**src/hw/rtl/mcfp_pkg.sv**
```systemverilog
// Package for the motor command frame parser: character codes, frame limits,
// payload and status structs, and the decimal digit helper.
// No dependencies.
`timescale 1ns / 1ps

package mcfp_pkg;

	// Frame delimiters and command letters (ASCII)
	localparam logic [7:0] CH_AT     = 8'h40;
	localparam logic [7:0] CH_DOLLAR = 8'h24;
	localparam logic [7:0] CH_QUERY  = 8'h3F;
	localparam logic [7:0] CH_F      = 8'h46;
	localparam logic [7:0] CH_M      = 8'h4D;
	localparam logic [7:0] CH_H      = 8'h48;
	localparam logic [7:0] CH_A      = 8'h41;
	localparam logic [7:0] CH_C      = 8'h43;
	localparam logic [7:0] CH_D      = 8'h44;
	localparam logic [7:0] CH_S      = 8'h53;
	localparam logic [7:0] CH_W      = 8'h57;
	localparam logic [7:0] CH_R      = 8'h52;

	// Beat operation codes
	localparam logic OP_BYTE = 1'b0;
	localparam logic OP_STOP = 1'b1;

	// Frame geometry
	localparam int FRAME_LIMIT = 20;
	localparam int FRAME_DEPTH = 7;
	localparam int IDX_W       = $clog2(FRAME_DEPTH);
	localparam int CNT_W       = 5;
	localparam logic [CNT_W-1:0] COUNT_MAX = '1;

	typedef logic [FRAME_DEPTH-1:0][7:0] frame_t;
	typedef logic [CNT_W-1:0]            count_t;

	typedef struct packed {
		logic       op;
		logic [7:0] rx_byte;
	} cmd_t;

	typedef struct packed {
		logic [7:0]  step_mode;
		logic [9:0]  max_current;
		logic [9:0]  hold_current;
		logic [3:0]  direction;
		logic [13:0] step_total;
		logic [6:0]  step_wait;
		logic [3:0]  run_flag;
	} settings_t;

	typedef struct packed {
		logic [7:0]  step_mode;
		logic [9:0]  max_current;
		logic [9:0]  hold_current;
		logic [3:0]  direction;
		logic [13:0] step_total;
		logic [6:0]  step_wait;
		logic [3:0]  run_flag;
		logic        report_request;
		logic        frame_done;
	} sts_t;

	typedef struct packed {
		logic close;
		logic done;
		logic report;
	} dec_status_t;

	localparam settings_t SET_RESET = '{
		step_mode:    CH_F,
		max_current:  10'd100,
		hold_current: 10'd50,
		direction:    4'd0,
		step_total:   14'd200,
		step_wait:    7'd2,
		run_flag:     4'd0
	};

	// Low nibble of an ASCII digit, clamped to 9
	function automatic logic [3:0] digit_value(input logic [7:0] b);
		logic [3:0] d;
		d = b[3:0];
		return (d > 4'd9) ? 4'd9 : d;
	endfunction

endpackage

```
**src/hw/rtl/mcfp_decode.sv**
```systemverilog
// Single-pass next-state logic for one beat: frame append, frame close and
// command decode into the motor settings. Depends on mcfp_pkg.
`timescale 1ns / 1ps

module mcfp_decode (
	input  mcfp_pkg::cmd_t        cmd,
	input  mcfp_pkg::settings_t   set_cur,
	input  mcfp_pkg::frame_t      frame_cur,
	input  mcfp_pkg::count_t      cnt_cur,
	output mcfp_pkg::settings_t   set_nxt,
	output mcfp_pkg::frame_t      frame_nxt,
	output mcfp_pkg::count_t      cnt_nxt,
	output mcfp_pkg::dec_status_t status
);
	import mcfp_pkg::*;

	logic       is_byte;
	logic       is_at;
	logic       is_end;
	count_t     wr_pos;
	count_t     cnt_inc;
	logic       close;
	logic       done;
	logic [7:0] cmd_ch;
	logic [7:0] sub_ch;
	logic [3:0] d3, d4, d5, d6;
	logic [6:0] val2;
	logic [9:0] val3;
	logic [13:0] val4;

	// Classify the beat
	assign is_byte = (cmd.op == OP_BYTE);
	assign is_at   = is_byte && (cmd.rx_byte == CH_AT);
	assign is_end  = is_byte && (cmd.rx_byte == CH_DOLLAR);

	// An '@' restarts the frame at position 0
	assign wr_pos  = is_at ? '0 : cnt_cur;
	assign cnt_inc = (cnt_cur == COUNT_MAX) ? cnt_cur : cnt_cur + 1'b1;

	// Close on '$' while the count, '$' included, stays below the limit
	assign close = is_end && (({1'b0, cnt_cur} + 6'd1) < 6'(FRAME_LIMIT));
	assign done  = close && (cnt_cur != '0) && (frame_cur[0] == CH_AT);

	assign cmd_ch = frame_cur[1];
	assign sub_ch = frame_cur[2];

	// Constant-weight decimal sums over argument positions 3 to 6
	assign d3 = digit_value(frame_cur[3]);
	assign d4 = digit_value(frame_cur[4]);
	assign d5 = digit_value(frame_cur[5]);
	assign d6 = digit_value(frame_cur[6]);

	assign val2 = ({3'b0, d3} * 7'd10) + {3'b0, d4};
	assign val3 = ({6'b0, d3} * 10'd100) + ({6'b0, d4} * 10'd10) + {6'b0, d5};
	assign val4 = ({10'b0, d3} * 14'd1000) + ({10'b0, d4} * 14'd100)
		+ ({10'b0, d5} * 14'd10) + {10'b0, d6};

	// Append the byte and advance the count; '@' restarts it and a close clears it
	always_comb begin
		frame_nxt = frame_cur;
		if (is_byte && (wr_pos < CNT_W'(FRAME_DEPTH))) begin
			frame_nxt[wr_pos[IDX_W-1:0]] = cmd.rx_byte;
		end
		if (!is_byte) begin
			cnt_nxt = cnt_cur;
		end else if (is_at) begin
			cnt_nxt = CNT_W'(1);
		end else if (close) begin
			cnt_nxt = '0;
		end else begin
			cnt_nxt = cnt_inc;
		end
	end

	// Apply the decoded command, or a stop request, to the settings
	always_comb begin
		set_nxt = set_cur;
		if (cmd.op == OP_STOP) begin
			set_nxt.run_flag = '0;
		end else if (done && (cnt_cur >= CNT_W'(3))) begin
			case (cmd_ch)
				CH_M: begin
					if ((sub_ch == CH_F) || (sub_ch == CH_M) || (sub_ch == CH_H)) begin
						set_nxt.step_mode = sub_ch;
					end
				end
				CH_A: begin
					if (cnt_cur >= CNT_W'(6)) begin
						if (sub_ch == CH_M) begin
							set_nxt.max_current = val3;
						end else if (sub_ch == CH_H) begin
							set_nxt.hold_current = val3;
						end
					end
				end
				CH_C: begin
					if ((sub_ch == CH_D) && (cnt_cur >= CNT_W'(4))) begin
						set_nxt.direction = frame_cur[3][3:0];
					end else if ((sub_ch == CH_S) && (cnt_cur >= CNT_W'(7))) begin
						set_nxt.step_total = val4;
					end else if ((sub_ch == CH_W) && (cnt_cur >= CNT_W'(5))) begin
						set_nxt.step_wait = val2;
					end else if ((sub_ch == CH_R) && (cnt_cur >= CNT_W'(4))) begin
						set_nxt.run_flag = frame_cur[3][3:0];
					end
				end
				default: begin
				end
			endcase
		end
	end

	assign status.close  = close;
	assign status.done   = done;
	assign status.report = done && (cnt_cur >= CNT_W'(2)) && (cmd_ch == CH_QUERY);

endmodule

```
**src/hw/rtl/motor_command_frame_parser_core.sv**
```systemverilog
// Motor command frame parser: beat input register, frame and settings
// state, and the status output register. Depends on mcfp_pkg, mcfp_decode.
//
// Usage:
//   cmd channel (cmd_valid/cmd_ready/cmd): one beat per received serial
//   byte (op = OP_BYTE) or a stop request (op = OP_STOP) that clears run.
//   Frames look like '@', command letter, sub-letter, ASCII arguments, '$'.
//   sts channel (sts_valid/sts_ready/sts): exactly one status beat per cmd
//   beat, carrying all motor settings after that beat plus frame_done and
//   report_request flags for the beat that closed a frame.
//   A cmd beat passes through the input register, then the status register.
//   Throughput: one beat per cycle while sts_ready stays high; the decode is a
//   single combinational pass between the input register and the status register.
//   Stall: while sts_ready is low the status register holds; one more cmd
//   beat is taken into the input register if it is empty, then cmd_ready drops.
//   Reset: settings return to mode F, max current 100, hold current 50,
//   direction 0, 200 steps, wait 2, run 0; the frame empties; both
//   registers are emptied. No clearing pass is needed.
`timescale 1ns / 1ps

module motor_command_frame_parser_core (
	input  logic             clk,
	input  logic             arst_n,
	input  logic             cmd_valid,
	output logic             cmd_ready,
	input  mcfp_pkg::cmd_t   cmd,
	output logic             sts_valid,
	input  logic             sts_ready,
	output mcfp_pkg::sts_t   sts
);
	import mcfp_pkg::*;

	cmd_t        cmd_s1;
	logic        cmd_vld_s1;
	settings_t   set_q;
	frame_t      frame_q;
	count_t      cnt_q;
	sts_t        sts_q;
	logic        sts_vld_q;
	logic        proc;
	settings_t   set_nxt;
	frame_t      frame_nxt;
	count_t      cnt_nxt;
	dec_status_t dec;

	// Process the held beat when the status register is free or draining
	assign proc      = cmd_vld_s1 && (!sts_vld_q || sts_ready);
	assign cmd_ready = !cmd_vld_s1 || proc;

	// Input register
	always_ff @(posedge clk or negedge arst_n) begin
		if (!arst_n) begin
			cmd_vld_s1 <= 1'b0;
		end else if (cmd_ready) begin
			cmd_vld_s1 <= cmd_valid;
		end
	end

	always_ff @(posedge clk) begin
		if (cmd_valid && cmd_ready) begin
			cmd_s1 <= cmd;
		end
	end

	mcfp_decode u_decode (
		.cmd       (cmd_s1),
		.set_cur   (set_q),
		.frame_cur (frame_q),
		.cnt_cur   (cnt_q),
		.set_nxt   (set_nxt),
		.frame_nxt (frame_nxt),
		.cnt_nxt   (cnt_nxt),
		.status    (dec)
	);

	// Settings and frame count
	always_ff @(posedge clk or negedge arst_n) begin
		if (!arst_n) begin
			set_q <= SET_RESET;
			cnt_q <= '0;
		end else if (proc) begin
			set_q <= set_nxt;
			cnt_q <= cnt_nxt;
		end
	end

	// Frame bytes: undefined until written
	always_ff @(posedge clk) begin
		if (proc) begin
			frame_q <= frame_nxt;
		end
	end

	// Status output register
	always_ff @(posedge clk or negedge arst_n) begin
		if (!arst_n) begin
			sts_vld_q <= 1'b0;
		end else if (proc) begin
			sts_vld_q <= 1'b1;
		end else if (sts_ready) begin
			sts_vld_q <= 1'b0;
		end
	end

	always_ff @(posedge clk) begin
		if (proc) begin
			sts_q <= '{
				step_mode:      set_nxt.step_mode,
				max_current:    set_nxt.max_current,
				hold_current:   set_nxt.hold_current,
				direction:      set_nxt.direction,
				step_total:     set_nxt.step_total,
				step_wait:      set_nxt.step_wait,
				run_flag:       set_nxt.run_flag,
				report_request: dec.report,
				frame_done:     dec.done
			};
		end
	end

	assign sts_valid = sts_vld_q;
	assign sts       = sts_q;

`ifndef ASSERT_OFF
	a_report_needs_done: assert property (@(posedge clk) disable iff (!arst_n)
		sts_vld_q && sts_q.report_request |-> sts_q.frame_done)
		else $error("report_request without frame_done");

	a_stop_clears_run: assert property (@(posedge clk) disable iff (!arst_n)
		proc && (cmd_s1.op == OP_STOP) |=> (sts_q.run_flag == '0) && !sts_q.frame_done)
		else $error("stop beat did not clear run flag");

	a_close_empties: assert property (@(posedge clk) disable iff (!arst_n)
		proc && dec.close |=> (cnt_q == '0))
		else $error("closed frame left a nonzero count");

	a_s1_holds: assert property (@(posedge clk) disable iff (!arst_n)
		cmd_vld_s1 && !proc |=> cmd_vld_s1 && $stable(cmd_s1))
		else $error("input register lost an unprocessed beat");

	a_settings_range: assert property (@(posedge clk) disable iff (!arst_n)
		sts_vld_q |-> (sts_q.max_current <= 10'd999) && (sts_q.hold_current <= 10'd999)
			&& (sts_q.step_total <= 14'd9999) && (sts_q.step_wait <= 7'd99))
		else $error("decimal setting out of range");
`endif

endmodule

```
**config.mk**
```make
export PLATFORM = sky130hd
export DESIGN_NAME = motor_command_frame_parser_core
export DESIGN_NICKNAME = d
export VERILOG_FILES = /design/src/hw/rtl/mcfp_pkg.sv /design/src/hw/rtl/mcfp_decode.sv /design/src/hw/rtl/motor_command_frame_parser_core.sv
export SDC_FILE = /design/constraint.sdc
export NUM_CORES = 1
export LEC_CHECK = 0
export BUFFER_PORTS_ARGS = -buffer_cell sky130_fd_sc_hd__clkbuf_2
export CAP_MARGIN = 25
export CORE_UTILIZATION = 30
export DETAILED_ROUTE_END_ITERATION = 7
export SETUP_SLACK_MARGIN = 0.2
export SLEW_MARGIN = 5
export SYNTH_ARGS = -nofsm -noshare
export SYNTH_HDL_FRONTEND = slang
export SYNTH_SLANG_ARGS = --single-unit
```
**constraint.sdc**
```tcl
create_clock -name clk -period 7.93 [get_ports clk]
set_input_delay 1.586 -clock clk [delete_from_list [all_inputs] [get_ports clk]]
set_output_delay 1.586 -clock clk [all_outputs]
set_load 0.03 [all_outputs]
```
==> qor.txt, run 1 <==
=================================================================================================================
End of the worst register-to-register path .........................................................      sts[25]
Layout Area Growth over Synthesis ..................................................................        14.4%
Type of the worst setup path .......................................................................   reg -> reg
Count of nets after finishing ......................................................................          971
Critical-path maximum fanout .......................................................................           13
Leading cell types by total area after synthesis ................................................... sky130_fd_sc_hd__edfxtp_1 34%, sky130_fd_sc_hd__dfrtp_1 13%, sky130_fd_sc_hd__ha_1 9.9%
Post-Synthesis Cells ...............................................................................          788
Final setup violating endpoints ....................................................................            0
Non-filler instance count after layout .............................................................         1275
Leakage power summed over all cells ................................................................   0.00472 µW
Share of post-route cells with drive strength above 1 ..............................................        23.4%
Combinational family with the most area after synthesis ............................................  adder cells
Filler instances ...................................................................................         3079
F_max ..............................................................................................      189 MHz
Met2 demand-to-capacity share in global routing ....................................................        22.3%
GRT Residual Overflow ..............................................................................            0
Total placed cells including tap cells .............................................................         1241
Peak supply drop ...................................................................................     0.125 mV
Cts bufs inserted ..................................................................................           17
Unrepaired setup endpoints after global routing ....................................................           no
MaxCap Viol Count ..................................................................................            0
Die height .........................................................................................       181 µm
DR DRC count .......................................................................................            0
Clock sink total ...................................................................................          172
Final Routed Wirelength ............................................................................      19.6 mm
Antenna Cells ......................................................................................            0
Wire length of the first global-routing pass .......................................................      31.8 mm
Crit Reg-Reg Startpoint ............................................................................  frame_q[27]
Post-Syn Area per Cell .............................................................................     12.2 µm²
Classification of the worst-slack hold path ........................................................   reg -> reg
Netlist Area Pre-Place .............................................................................  0.00959 mm²
Synthesized-area fraction occupied by xor and xnor cells ...........................................        2.65%
Count of buffers added by post-CTS timing repair for setup .........................................            0
# H-tree levels ....................................................................................            4
Worst r2r path cells ...............................................................................           15
Outcome ............................................................................................ finished, final reports clean
Top Ports ..........................................................................................           74
Count of distinct cell types in the synthesized netlist ............................................           65
WP data arrival ....................................................................................      5.49 ns
Post-synth top cells ............................................................................... 108 x sky130_fd_sc_hd__edfxtp_1, 76 x sky130_fd_sc_hd__ha_1, 63 x sky130_fd_sc_hd__inv_1, 54 x sky130_fd_sc_hd__nand2_1
Grt met3 use .......................................................................................        2.22%
Number of global-route vias before repair ..........................................................         6097
Number of nets with antenna violations after routing ...............................................            0
Tmin final .........................................................................................      5.30 ns
Slew margin rel. ...................................................................................        38.9%
Initial drt markers ................................................................................          308
DR vias/cell .......................................................................................         4.69
Critical Path Start Type ...........................................................................    flip-flop
Total negative slack ...............................................................................         0 ns
Final worst-path cycle share .......................................................................        66.8%
Area of the die ....................................................................................   0.0327 mm²
WL/cell ............................................................................................      15.3 µm
Clock skew after layout ............................................................................    0.0143 ns
Source-to-sink clock delay at the later pin of the worst-skew pair .................................      0.44 ns
Clock slew seen by the registers of the worst setup and hold paths .................................      0.08 ns
Power Dens Cells ...................................................................................   215 mW/mm²
Area fraction of the dominant cell type after synthesis ............................................        33.8%
Std-Cell Core Area .................................................................................   0.0315 mm²
Clock Tree Buf Depth ...............................................................................            2
Type of element capturing the critical path ........................................................    flip-flop
Post-synthesis mux area share ......................................................................        8.09%
Sequential-to-total area share from yosys stat .....................................................        50.7%
Actual slew at the worst max-slew pin ..............................................................     0.917 ns
Largest area contributor in the synthesized netlist ................................................ sky130_fd_sc_hd__edfxtp_1
Met1 track utilization from global routing .........................................................        15.1%
Most used standard cell by instance count after synthesis .......................................... sky130_fd_sc_hd__edfxtp_1
Maximum number of pins on one net before global-route repair .......................................           65
Global Route Usage Sum .............................................................................        12.4%
Post-CTS sizing ....................................................................................            0
Number of enable flip-flop cells after synthesis ...................................................          108
Input/output buffers ...............................................................................           73
Effective utilization at floorplan .................................................................        30.5%
Utilization after layout ...........................................................................        34.9%
Worst setup path start .............................................................................  frame_q[27]
Arithmetic-cell share of the synthesized area counting full adders, half adders and majority gates .        14.5%
Number of placement rows ...........................................................................           65
Critical path required time ........................................................................      8.12 ns
Share of synthesized registers carrying an async set or reset ......................................        37.2%
CTS tree ...........................................................................................          yes
Initial antenna violation count ....................................................................            0
Count of warnings emitted by yosys .................................................................            0
GP Congestion ......................................................................................        0.910
Final number of hold-violating endpoints ...........................................................            0
Top FF cell, synth ................................................................................. sky130_fd_sc_hd__edfxtp_1
Die width ..........................................................................................       181 µm
Worst setup path end ...............................................................................      sts[25]
Final-report max-slew violation count ..............................................................            0
DR vias ............................................................................................         5984
CTS root buffer .................................................................................... sky130_fd_sc_hd__clkbuf_16
Synth Register Bits ................................................................................          172
Half-perimeter wire length after placement .........................................................      14.8 mm
Worst R2R Setup Slack ..............................................................................      2.63 ns
Complex-gate fraction of the synthesized area ......................................................        7.88%
Most used routing layer in global routing ..........................................................         met2
Simple-gate share of the synthesized area ..........................................................        12.5%
Post-cts hold buffer count .........................................................................            0
Number of detailed-routing iterations run before antenna repair ....................................            6
=================================================================================================================
==> per-layer routing <==
layer / wire [µm] / part of all wire (%) / vias to the layer above
met5: 0 / 0 / -
met4: 295 / 1.5 / 0
met3: 520 / 2.7 / 19
met2: 10100 / 52 / 65
met1: 8650 / 44 / 2938
li1: - / - / 2962
==> stage by stage <==
step / hold WS, ns / area, µm² / total power (µW) / worst slack [ns]
3_3_place_gp: 0.463 / 10400 / 1550 / 2.65
6_report: 0.482 / 11000 / 2360 / 2.63
3_5_place_dp: 0.471 / 10400 / 1550 / 2.56
4_1_cts: 0.487 / 11000 / 2390 / 2.56
5_1_grt: 0.513 / 11000 / 2490 / 2.23
2_1_floorplan: 0.450 / 9590 / 1430 / 3.27
==> layout by cell type (no fill, tap or decap), types with 14 or more instances in the layout <==
cell                          n
sky130_fd_sc_hd__xnor2_1     17
sky130_fd_sc_hd__dfrtp_1     51
sky130_fd_sc_hd__a21o_1      14
sky130_fd_sc_hd__clkbuf_16   17
sky130_fd_sc_hd__nand4_1     15
sky130_fd_sc_hd__nand2_1     54
sky130_fd_sc_hd__mux2_2      51
sky130_fd_sc_hd__clkbuf_2    72
sky130_fd_sc_hd__ha_1        76
sky130_fd_sc_hd__fa_1        22
sky130_fd_sc_hd__edfxtp_1   108
sky130_fd_sc_hd__o21ai_0     43
sky130_fd_sc_hd__inv_1       62
sky130_fd_sc_hd__a21oi_1     25
sky130_fd_sc_hd__nor2b_1     16
sky130_fd_sc_hd__nand2b_1    18
sky130_fd_sc_hd__nor2_1      40
==> layout make-up <==
type / count / area [µm²] / share of cell area [%]
clock inverter: 15 / 165 / 1.51
multi-input combinational: 529 / 4380 / 39.9
inverter: 63 / 236 / 2.16
timing repair buffer: 77 / 400 / 3.65
clock buffer: 17 / 425 / 3.88
tap: 402 / 503 / 4.58
sequential: 172 / 4860 / 44.3
==> worst max-delay path, stage by stage (launching register included) <==
cell and delay (ns):
sky130_fd_sc_hd__edfxtp_1 0.59, sky130_fd_sc_hd__nor2b_1 0.77, sky130_fd_sc_hd__ha_1 0.40, sky130_fd_sc_hd__inv_1 0.13, sky130_fd_sc_hd__fa_1 0.45, sky130_fd_sc_hd__fa_1 0.55
sky130_fd_sc_hd__inv_1 0.05, sky130_fd_sc_hd__fa_1 0.43, sky130_fd_sc_hd__ha_1 0.30, sky130_fd_sc_hd__ha_1 0.24, sky130_fd_sc_hd__or2_2 0.30, sky130_fd_sc_hd__a311oi_1 0.20
sky130_fd_sc_hd__o21ai_0 0.16, sky130_fd_sc_hd__a21oi_1 0.19, sky130_fd_sc_hd__xor2_1 0.20, sky130_fd_sc_hd__o21ai_0 0.09
==> power breakdown <==
group          total (µW)  internal, µW  switching, µW
registers            1050          1000           50.8
clock network         833           427            407
logic                 478           177            301
total                2360          1600            758
==> flip-flops by register name, indices dropped and copies added, names as in the netlist <==
name	cells
cmd_s1	9
sts_valid	1
frame_q	40
cnt_q	5
sts	59
cmd_vld_s1	1
set_q	57
==> logic make-up (layout without fill, tap and decap cells) <==
logic type,after synthesis,count (layout)
AND/OR/NAND/NOR,213,213
flip-flops,172,172
AO/OA/AOI/OAI,120,120
adder cells (fa/ha/maj),98,98
buffers and inverters,88,172
multiplexers,67,67
XOR/XNOR,29,29
other,1,2
==> how the worst min path moves through the flow <==
stage                end  cells after the start        from
3_3_place_gp   set_q[16]                      2   set_q[16]
2_1_floorplan  set_q[15]                      2   set_q[15]
3_5_place_dp   set_q[19]                      2   set_q[19]
4_1_cts        set_q[17]                      2   set_q[17]
6_report       set_q[17]                      2   set_q[17]
5_1_grt        sts_valid                      1  cmd_vld_s1
Power figures use the tool's default switching activity.
==> run 2: changes to the inputs <==
--- a/config.mk
+++ b/config.mk
@@ -5,6 +5,7 @@
 export SDC_FILE = /design/constraint.sdc
 export NUM_CORES = 1
 export LEC_CHECK = 0
+export ABC_AREA = 1
 export BUFFER_PORTS_ARGS = -buffer_cell sky130_fd_sc_hd__clkbuf_2
 export CAP_MARGIN = 25
 export CORE_UTILIZATION = 30
==> constraint.sdc (replaced) <==
create_clock -name clk -period 4.9 [get_ports clk]
set_input_delay 0.98 -clock clk [delete_from_list [all_inputs] [get_ports clk]]
set_output_delay 0.98 -clock clk [all_outputs]
set_load 0.03 [all_outputs]
==> run 2 against run 1 <==
Effect of this change:
- critical path type unchanged
- global-route usage increased by 1.4 points
- cell area up 6.6%
- hold slack lost 0.014 ns
- clock power increased by 63%
==> qor.txt, run 2 <==
=================================================================================================================
Maximum number of pins on one net before global-route repair .......................................           78
DR DRC count .......................................................................................            0
Arithmetic-cell share of the synthesized area counting full adders, half adders and majority gates .        13.8%
Most frequent cells in the layout .................................................................. 344 x sky130_fd_sc_hd__nand2_1, 165 x sky130_fd_sc_hd__inv_1, 108 x sky130_fd_sc_hd__edfxtp_1
Post-Synthesis Cells ...............................................................................         1120
Leakage power summed over all cells ................................................................   0.00569 µW
Total negative slack ...............................................................................         0 ns
Clock sink total ...................................................................................          172
Number of placement rows ...........................................................................           66
Area of the multi-input gates ......................................................................  0.00453 mm²
Family with the most delay on the worst path .......................................................  adder cells
Critical path required time ........................................................................      5.10 ns
Share of post-route cells with drive strength above 1 ..............................................        14.6%
Count of nets after finishing ......................................................................         1314
Number of enable flip-flop cells after synthesis ...................................................          108
Slew margin rel. ...................................................................................        45.0%
F_max ..............................................................................................      221 MHz
Netlist Area Pre-Place .............................................................................   0.0101 mm²
Post-cts hold buffer count .........................................................................            0
Count of warnings emitted by yosys .................................................................            0
Leading cell types by total area after synthesis ................................................... sky130_fd_sc_hd__edfxtp_1 32%, sky130_fd_sc_hd__nand2_1 13%, sky130_fd_sc_hd__dfrtp_1 13%
Highest-delay cell along the critical path ......................................................... sky130_fd_sc_hd__fa_1
Met1 WL ............................................................................................      11.6 mm
Die height .........................................................................................       185 µm
Final setup violating endpoints ....................................................................            0
Outcome ............................................................................................ finished, final reports clean
Number of detailed-routing iterations run before antenna repair ....................................            7
Number of buffers and inverters on the critical path ...............................................            5
Area fraction of the dominant cell type after synthesis ............................................        32.2%
Slowest cell delay on critical path ................................................................      0.52 ns
Utilization after layout ...........................................................................        35.7%
Final standard cell area without fillers ...........................................................   0.0117 mm²
Leading cell type in the layout, fill and taps excluded ............................................ sky130_fd_sc_hd__nand2_1
Met2 Wirelength ....................................................................................      9.47 mm
Clock slew seen by the registers of the worst setup and hold paths .................................      0.07 ns
Classification of the worst-slack hold path ........................................................   reg -> reg
Combined flip-flop and latch cell area .............................................................  0.00486 mm²
Share of synthesized registers carrying an async set or reset ......................................        37.2%
Combinational family with the most area after synthesis ............................................ simple AND/OR/NAND/NOR gates
Count of distinct cell types in the synthesized netlist ............................................           47
# H-tree levels ....................................................................................            4
Tmin final .........................................................................................      4.52 ns
WL/cell ............................................................................................      13.4 µm
Type of element capturing the critical path ........................................................    flip-flop
Final Routed Wirelength ............................................................................      22.2 mm
Cell mode on critical path ......................................................................... sky130_fd_sc_hd__nand2_1
Clock skew after layout ............................................................................   0.00944 ns
Post-synthesis mux area share ......................................................................           0%
Final-report max-slew violation count ..............................................................            0
Max reg flops ......................................................................................           59
DR vias/cell .......................................................................................         4.49
Synthesized-area fraction occupied by xor and xnor cells ...........................................        2.44%
Largest area contributor in the synthesized netlist ................................................ sky130_fd_sc_hd__edfxtp_1
Unrepaired setup endpoints after global routing ....................................................          yes
Simple-gate share of the synthesized area ..........................................................        24.0%
Final worst-path cycle share .......................................................................        92.3%
Post-Syn Area per Cell .............................................................................     8.99 µm²
Effective utilization at floorplan .................................................................        30.7%
Post-synth top cells ............................................................................... 346 x sky130_fd_sc_hd__nand2_1, 168 x sky130_fd_sc_hd__inv_1, 108 x sky130_fd_sc_hd__edfxtp_1, 76 x sky130_fd_sc_hd__ha_1, 73 x sky130_fd_sc_hd__nand3_1
MaxCap Viol Count ..................................................................................            0
DR vias ............................................................................................         7450
CTS root buffer .................................................................................... sky130_fd_sc_hd__clkbuf_16
Number of nets with antenna violations after routing ...............................................            0
Amount of wire on met3 after detailed routing ......................................................       803 µm
Filler instances ...................................................................................         3304
Wire length of the first global-routing pass .......................................................      36.6 mm
Peak supply drop ...................................................................................     0.255 mV
CTS tree ...........................................................................................          yes
Top Ports ..........................................................................................           74
Std-Cell Core Area .................................................................................   0.0328 mm²
Most used standard cell by instance count after synthesis .......................................... sky130_fd_sc_hd__nand2_1
Actual slew at the worst max-slew pin ..............................................................     0.823 ns
Global Route Usage Sum .............................................................................        13.9%
Top FF cell, synth ................................................................................. sky130_fd_sc_hd__edfxtp_1
Antenna Cells ......................................................................................            0
Clock Tree Buf Depth ...............................................................................            2
Layout Area Growth over Synthesis ..................................................................        16.2%
Input/output buffers ...............................................................................           73
Critical-path maximum fanout .......................................................................            5
Source-to-sink clock delay at the later pin of the worst-skew pair .................................      0.44 ns
Synth Register Bits ................................................................................          172
Area after detailed placement ......................................................................   0.0110 mm²
Complex-gate fraction of the synthesized area ......................................................        3.71%
Cts bufs inserted ..................................................................................           17
Worst R2R Setup Slack ..............................................................................      0.38 ns
Sequential-to-total area share from yosys stat .....................................................        48.3%
Uppermost signal routing layer after detailed routing ..............................................         met4
Initial antenna violation count ....................................................................            0
Critical Path Start Type ...........................................................................    flip-flop
Final number of hold-violating endpoints ...........................................................            0
Power Dens Cells ...................................................................................   365 mW/mm²
Die width ..........................................................................................       185 µm
Type of the worst setup path .......................................................................   reg -> reg
Area of the die ....................................................................................   0.0343 mm²
GP Congestion ......................................................................................        0.865
GRT Residual Overflow ..............................................................................            0
Half-perimeter wire length after placement .........................................................      16.6 mm
Number of global-route vias before repair ..........................................................         7228
WP data arrival ....................................................................................      4.72 ns
Initial drt markers ................................................................................          481
=================================================================================================================
run 2: layer usage:
layer,GRT usage (%),up-vias
li1,-,3784
met1,19.9,3476
met2,21.0,165
met3,2.36,25
met4,4.79,0
met5,0,-
run 2: layout make-up:
cell class,count,area share [%]
clock inverter,10,0.888
clock buffer,22,4.25
inverter,173,5.59
timing repair buffer,89,4.25
sequential,172,41.6
tap,442,4.73
multi-input combinational,750,38.7
run 2: cell families (layout without fill, tap and decap cells):
family	Yosys count	count (layout)
flops	172	172
xor+xnor	28	28
other cells	1	2
buf+inv	199	294
fa+ha+maj	98	98
simple gates	557	557
compound gates	65	65
run 2: worst reg2reg max path, cell delays in order, from the launching register on:
cell	delay (ns)
sky130_fd_sc_hd__edfxtp_1	0.42
sky130_fd_sc_hd__o21ai_2	0.17
sky130_fd_sc_hd__nand2_1	0.10
sky130_fd_sc_hd__inv_2	0.12
sky130_fd_sc_hd__ha_2	0.20
sky130_fd_sc_hd__inv_1	0.06
sky130_fd_sc_hd__fa_1	0.52
sky130_fd_sc_hd__inv_1	0.06
sky130_fd_sc_hd__ha_4	0.25
sky130_fd_sc_hd__nand2_1	0.08
sky130_fd_sc_hd__nor2_2	0.04
sky130_fd_sc_hd__a211oi_2	0.24
sky130_fd_sc_hd__xor2_1	0.18
sky130_fd_sc_hd__inv_1	0.06
sky130_fd_sc_hd__ha_1	0.27
sky130_fd_sc_hd__ha_1	0.32
sky130_fd_sc_hd__ha_4	0.26
sky130_fd_sc_hd__inv_1	0.10
sky130_fd_sc_hd__o21ai_0	0.13
sky130_fd_sc_hd__a21oi_1	0.15
sky130_fd_sc_hd__nand2_1	0.06
sky130_fd_sc_hd__nor2_1	0.13
sky130_fd_sc_hd__nand3_1	0.10
sky130_fd_sc_hd__nand2_1	0.07
sky130_fd_sc_hd__nand2_1	0.06
sky130_fd_sc_hd__and2_1	0.15
run 2: repair_timing:
action / CTS / global route
setup endpoints to repair: 3 / 9
buffers inserted: 0 / 1
resized for setup: 3 / 19
pin swaps: 0 / 4
run 2: path summary, 6_finish.rpt:
kind                        startpoint        end  cells after the start
min                          set_q[17]  set_q[17]                      2
min reg2reg                  set_q[17]  set_q[17]                      2
max in group asynchronous       arst_n  set_q[18]                      2
max reg2reg                frame_q[26]    sts[26]                     25
max                        frame_q[26]    sts[26]                     25
min in group asynchronous       arst_n  set_q[56]                      1
run 2: through the flow:
step | cells | power (µW) | worst slack (ns) | hold WS [ns]
floorplan | 1121 | 2580 | 0.247 | 0.448
global placement | 1623 | 2880 | 0.133 | 0.455
detailed placement | 1623 | 2880 | 0.0144 | 0.457
CTS | 1655 | 4250 | 0.230 | 0.470
global route | 1658 | 4520 | 0.151 | 0.488
finish | 1658 | 4260 | 0.379 | 0.468
run 2: report_power, final:
| part | internal (µW) | switching [µW] |
|---|---|---|
| sequential | 1660 | 83.5 |
| clock | 780 | 579 |
| combinational | 384 | 778 |
==> run 3: changes to the inputs <==
--- a/config.mk
+++ b/config.mk
@@ -6,7 +6,7 @@
 export NUM_CORES = 1
 export LEC_CHECK = 0
 export ABC_AREA = 1
-export BUFFER_PORTS_ARGS = -buffer_cell sky130_fd_sc_hd__clkbuf_2
+export BUFFER_PORTS_ARGS = -buffer_cell sky130_fd_sc_hd__buf_2
 export CAP_MARGIN = 25
 export CORE_UTILIZATION = 30
 export DETAILED_ROUTE_END_ITERATION = 7
==> constraint.sdc (replaced) <==
create_clock -name clk -period 4.9 [get_ports clk]
set_input_delay 0.98 -clock clk [delete_from_list [all_inputs] [get_ports clk]]
set_output_delay 0.98 -clock clk [all_outputs]
set_load 0.01 [all_outputs]
==> run 3 against run 2 <==
Effect of this change:
- die area unchanged
- register-to-register slack about the same
- critical path depth decreased by 5
- sequential share of layout area decreased by 0.20 points
- setup slack improved by 0.015 ns
- maximum frequency increased by 0.33%
- final cell count increased by 0.30%
- global-route usage about the same
- clock skew increased by 0.0035 ns
- sequential cell count unchanged
- non-clock buffer count increased by 5
==> qor.txt, run 3 (synthesis results as in run 2) <==
=================================================================================
Type of the worst setup path .......................................   reg -> reg
Slowest cell delay on critical path ................................      0.59 ns
Top Ports ..........................................................           74
Die width ..........................................................       185 µm
Power Dens Cells ...................................................   362 mW/mm²
Clock slew seen by the registers of the worst setup and hold paths .      0.07 ns
Clock skew after layout ............................................    0.0129 ns
Clock sink total ...................................................          172
Final number of hold-violating endpoints ...........................            0
Maximum number of pins on one net before global-route repair .......           62
Effective utilization at floorplan .................................        30.7%
CTS root buffer .................................................... sky130_fd_sc_hd__clkbuf_16
Layout Area Growth over Synthesis ..................................        16.8%
Cell Chain, Critical Path .......................................... buf_6 > nor2_1 > ha_1 > inv_2 > fa_2 > fa_2 > inv_1 > fa_1 > ha_1 > ha_1 > nand2_1 > inv_1 > nand2_1 > nand2_1 > nor2_2 > nor2_1 > nor2_1 > xor2_1 > nand2_1 > and2_1
Final standard cell area without fillers ...........................   0.0118 mm²
Filler instances ...................................................         3307
Final worst-path cycle share .......................................        92.0%
Area after detailed placement ......................................   0.0110 mm²
Final-report max-slew violation count ..............................            0
Number of placement rows ...........................................           66
WP data arrival ....................................................      4.71 ns
GP Congestion ......................................................        0.857
GRT Residual Overflow ..............................................            0
Crit Reg-Reg Startpoint ............................................  frame_q[27]
CTS tree ...........................................................          yes
Std-Cell Core Area .................................................   0.0328 mm²
Most frequent cells in the layout .................................. 343 x sky130_fd_sc_hd__nand2_1, 164 x sky130_fd_sc_hd__inv_1, 108 x sky130_fd_sc_hd__edfxtp_1
Critical Path Start Type ...........................................    flip-flop
Peak supply drop ...................................................     0.253 mV
Number of detailed-routing iterations run before antenna repair ....            5
Cell depth of the worst min-delay path .............................            2
Input/output buffers ...............................................           73
# H-tree levels ....................................................            4
Unrepaired setup endpoints after global routing ....................          yes
Utilization after layout ...........................................        35.8%
DR vias ............................................................         7467
Critical-path maximum fanout .......................................            5
Share of post-route cells with drive strength above 1 ..............        15.0%
MaxCap Viol Count ..................................................            0
Leakage power summed over all cells ................................   0.00572 µW
Final Routed Wirelength ............................................      22.5 mm
Worst r2r path cells ...............................................           20
Final setup violating endpoints ....................................            0
Initial antenna violation count ....................................            0
Count of nets after finishing ......................................         1319
Antenna Cells ......................................................            0
Total negative slack ...............................................         0 ns
Highest-delay cell along the critical path ......................... sky130_fd_sc_hd__fa_2
Slew margin rel. ...................................................        45.5%
DR DRC count .......................................................            0
Number of global-route vias before repair ..........................         7107
Classification of the worst-slack hold path ........................   reg -> reg
DR vias/cell .......................................................         4.49
Leading cell type in the layout, fill and taps excluded ............ sky130_fd_sc_hd__nand2_1
Wire length of the first global-routing pass .......................      36.7 mm
Global Route Usage Sum .............................................        13.9%
Total chip power ...................................................      4260 µW
Half-perimeter wire length after placement .........................      16.6 mm
Area of the die ....................................................   0.0343 mm²
Type of element capturing the critical path ........................    flip-flop
End of the worst register-to-register path .........................      sts[24]
Clock Tree Buf Depth ...............................................            2
Max reg flops ......................................................           59
Number of nets with antenna violations after routing ...............            0
Worst R2R Setup Slack ..............................................      0.39 ns
Worst setup path end ...............................................      sts[24]
Initial drt markers ................................................          500
Cell mode on critical path ......................................... sky130_fd_sc_hd__nand2_1
Source-to-sink clock delay at the later pin of the worst-skew pair .      0.44 ns
Die height .........................................................       185 µm
Cts bufs inserted ..................................................           17
Worst setup path start .............................................  frame_q[27]
Actual slew at the worst max-slew pin ..............................     0.816 ns
F_max ..............................................................      222 MHz
Outcome ............................................................ finished, final reports clean
WL/cell ............................................................      13.5 µm
Tmin final .........................................................      4.51 ns
Critical path required time ........................................      5.10 ns
=================================================================================
run 3: cell types whose count changed in the layout (fill, tap and decap cells not counted), sizes merged:
cell,change
clkinvlp,-1
buf,+78
clkinv,+1
bufinv,+2
inv,-2
clkbuf,-73
run 3: worst min-delay path by stage:
stage	startpoint	to	slack, ns
4_1_cts	set_q[18]	set_q[18]	0.47
3_3_place_gp	set_q[41]	set_q[41]	0.46
6_report	set_q[18]	set_q[18]	0.47
5_1_grt	set_q[18]	set_q[18]	0.48
3_5_place_dp	set_q[50]	set_q[50]	0.46
2_1_floorplan	set_q[14]	set_q[14]	0.45
run 3: cell type report:
class	count	area, µm²	area share [%]
Multi-Input combinational cell	750	4540	38.6
Inverter	173	656	5.58
Sequential cell	172	4860	41.4
Timing Repair Buffer	94	526	4.47
Clock buffer	22	475	4.05
Clock inverter	10	141	1.20
Tap cell	442	553	4.71
run 3: power breakdown:
group,switching [µW],internal [µW]
clock network,571,847
registers,82.1,1660
logic,705,391
total,1360,2900
run 3: critical path, delay by kind of cell, from the launching register on:
kind	cells	cell delay (ns)
simple gates	9	0.89
xor+xnor	1	0.16
flops	1	0.49
buf+inv	4	0.39
fa+ha+maj	6	2.33
run 3: repair_timing:
action,4_1_cts,5_1_grt
pin swaps,0,3
gates resized for setup,3,23
setup endpoints to repair,2,7
hold buffers,0,0
setup buffers,0,4
run 3: stage by stage:
step	setup WS [ns]	cells	hold slack, ns
6_report	0.394	1663	0.469
2_1_floorplan	0.247	1121	0.448
3_5_place_dp	0.0917	1625	0.459
3_3_place_gp	0.198	1625	0.455
4_1_cts	0.244	1657	0.470
5_1_grt	0.143	1663	0.477
run 3: metal layers:
layer	routed length [µm]	vias to the layer above	track usage, %
met4	197	0	3.57
met3	871	14	2.56
li1	-	3790	-
met5	0	-	0
met1	11600	3494	20.2
met2	9850	169	21.2
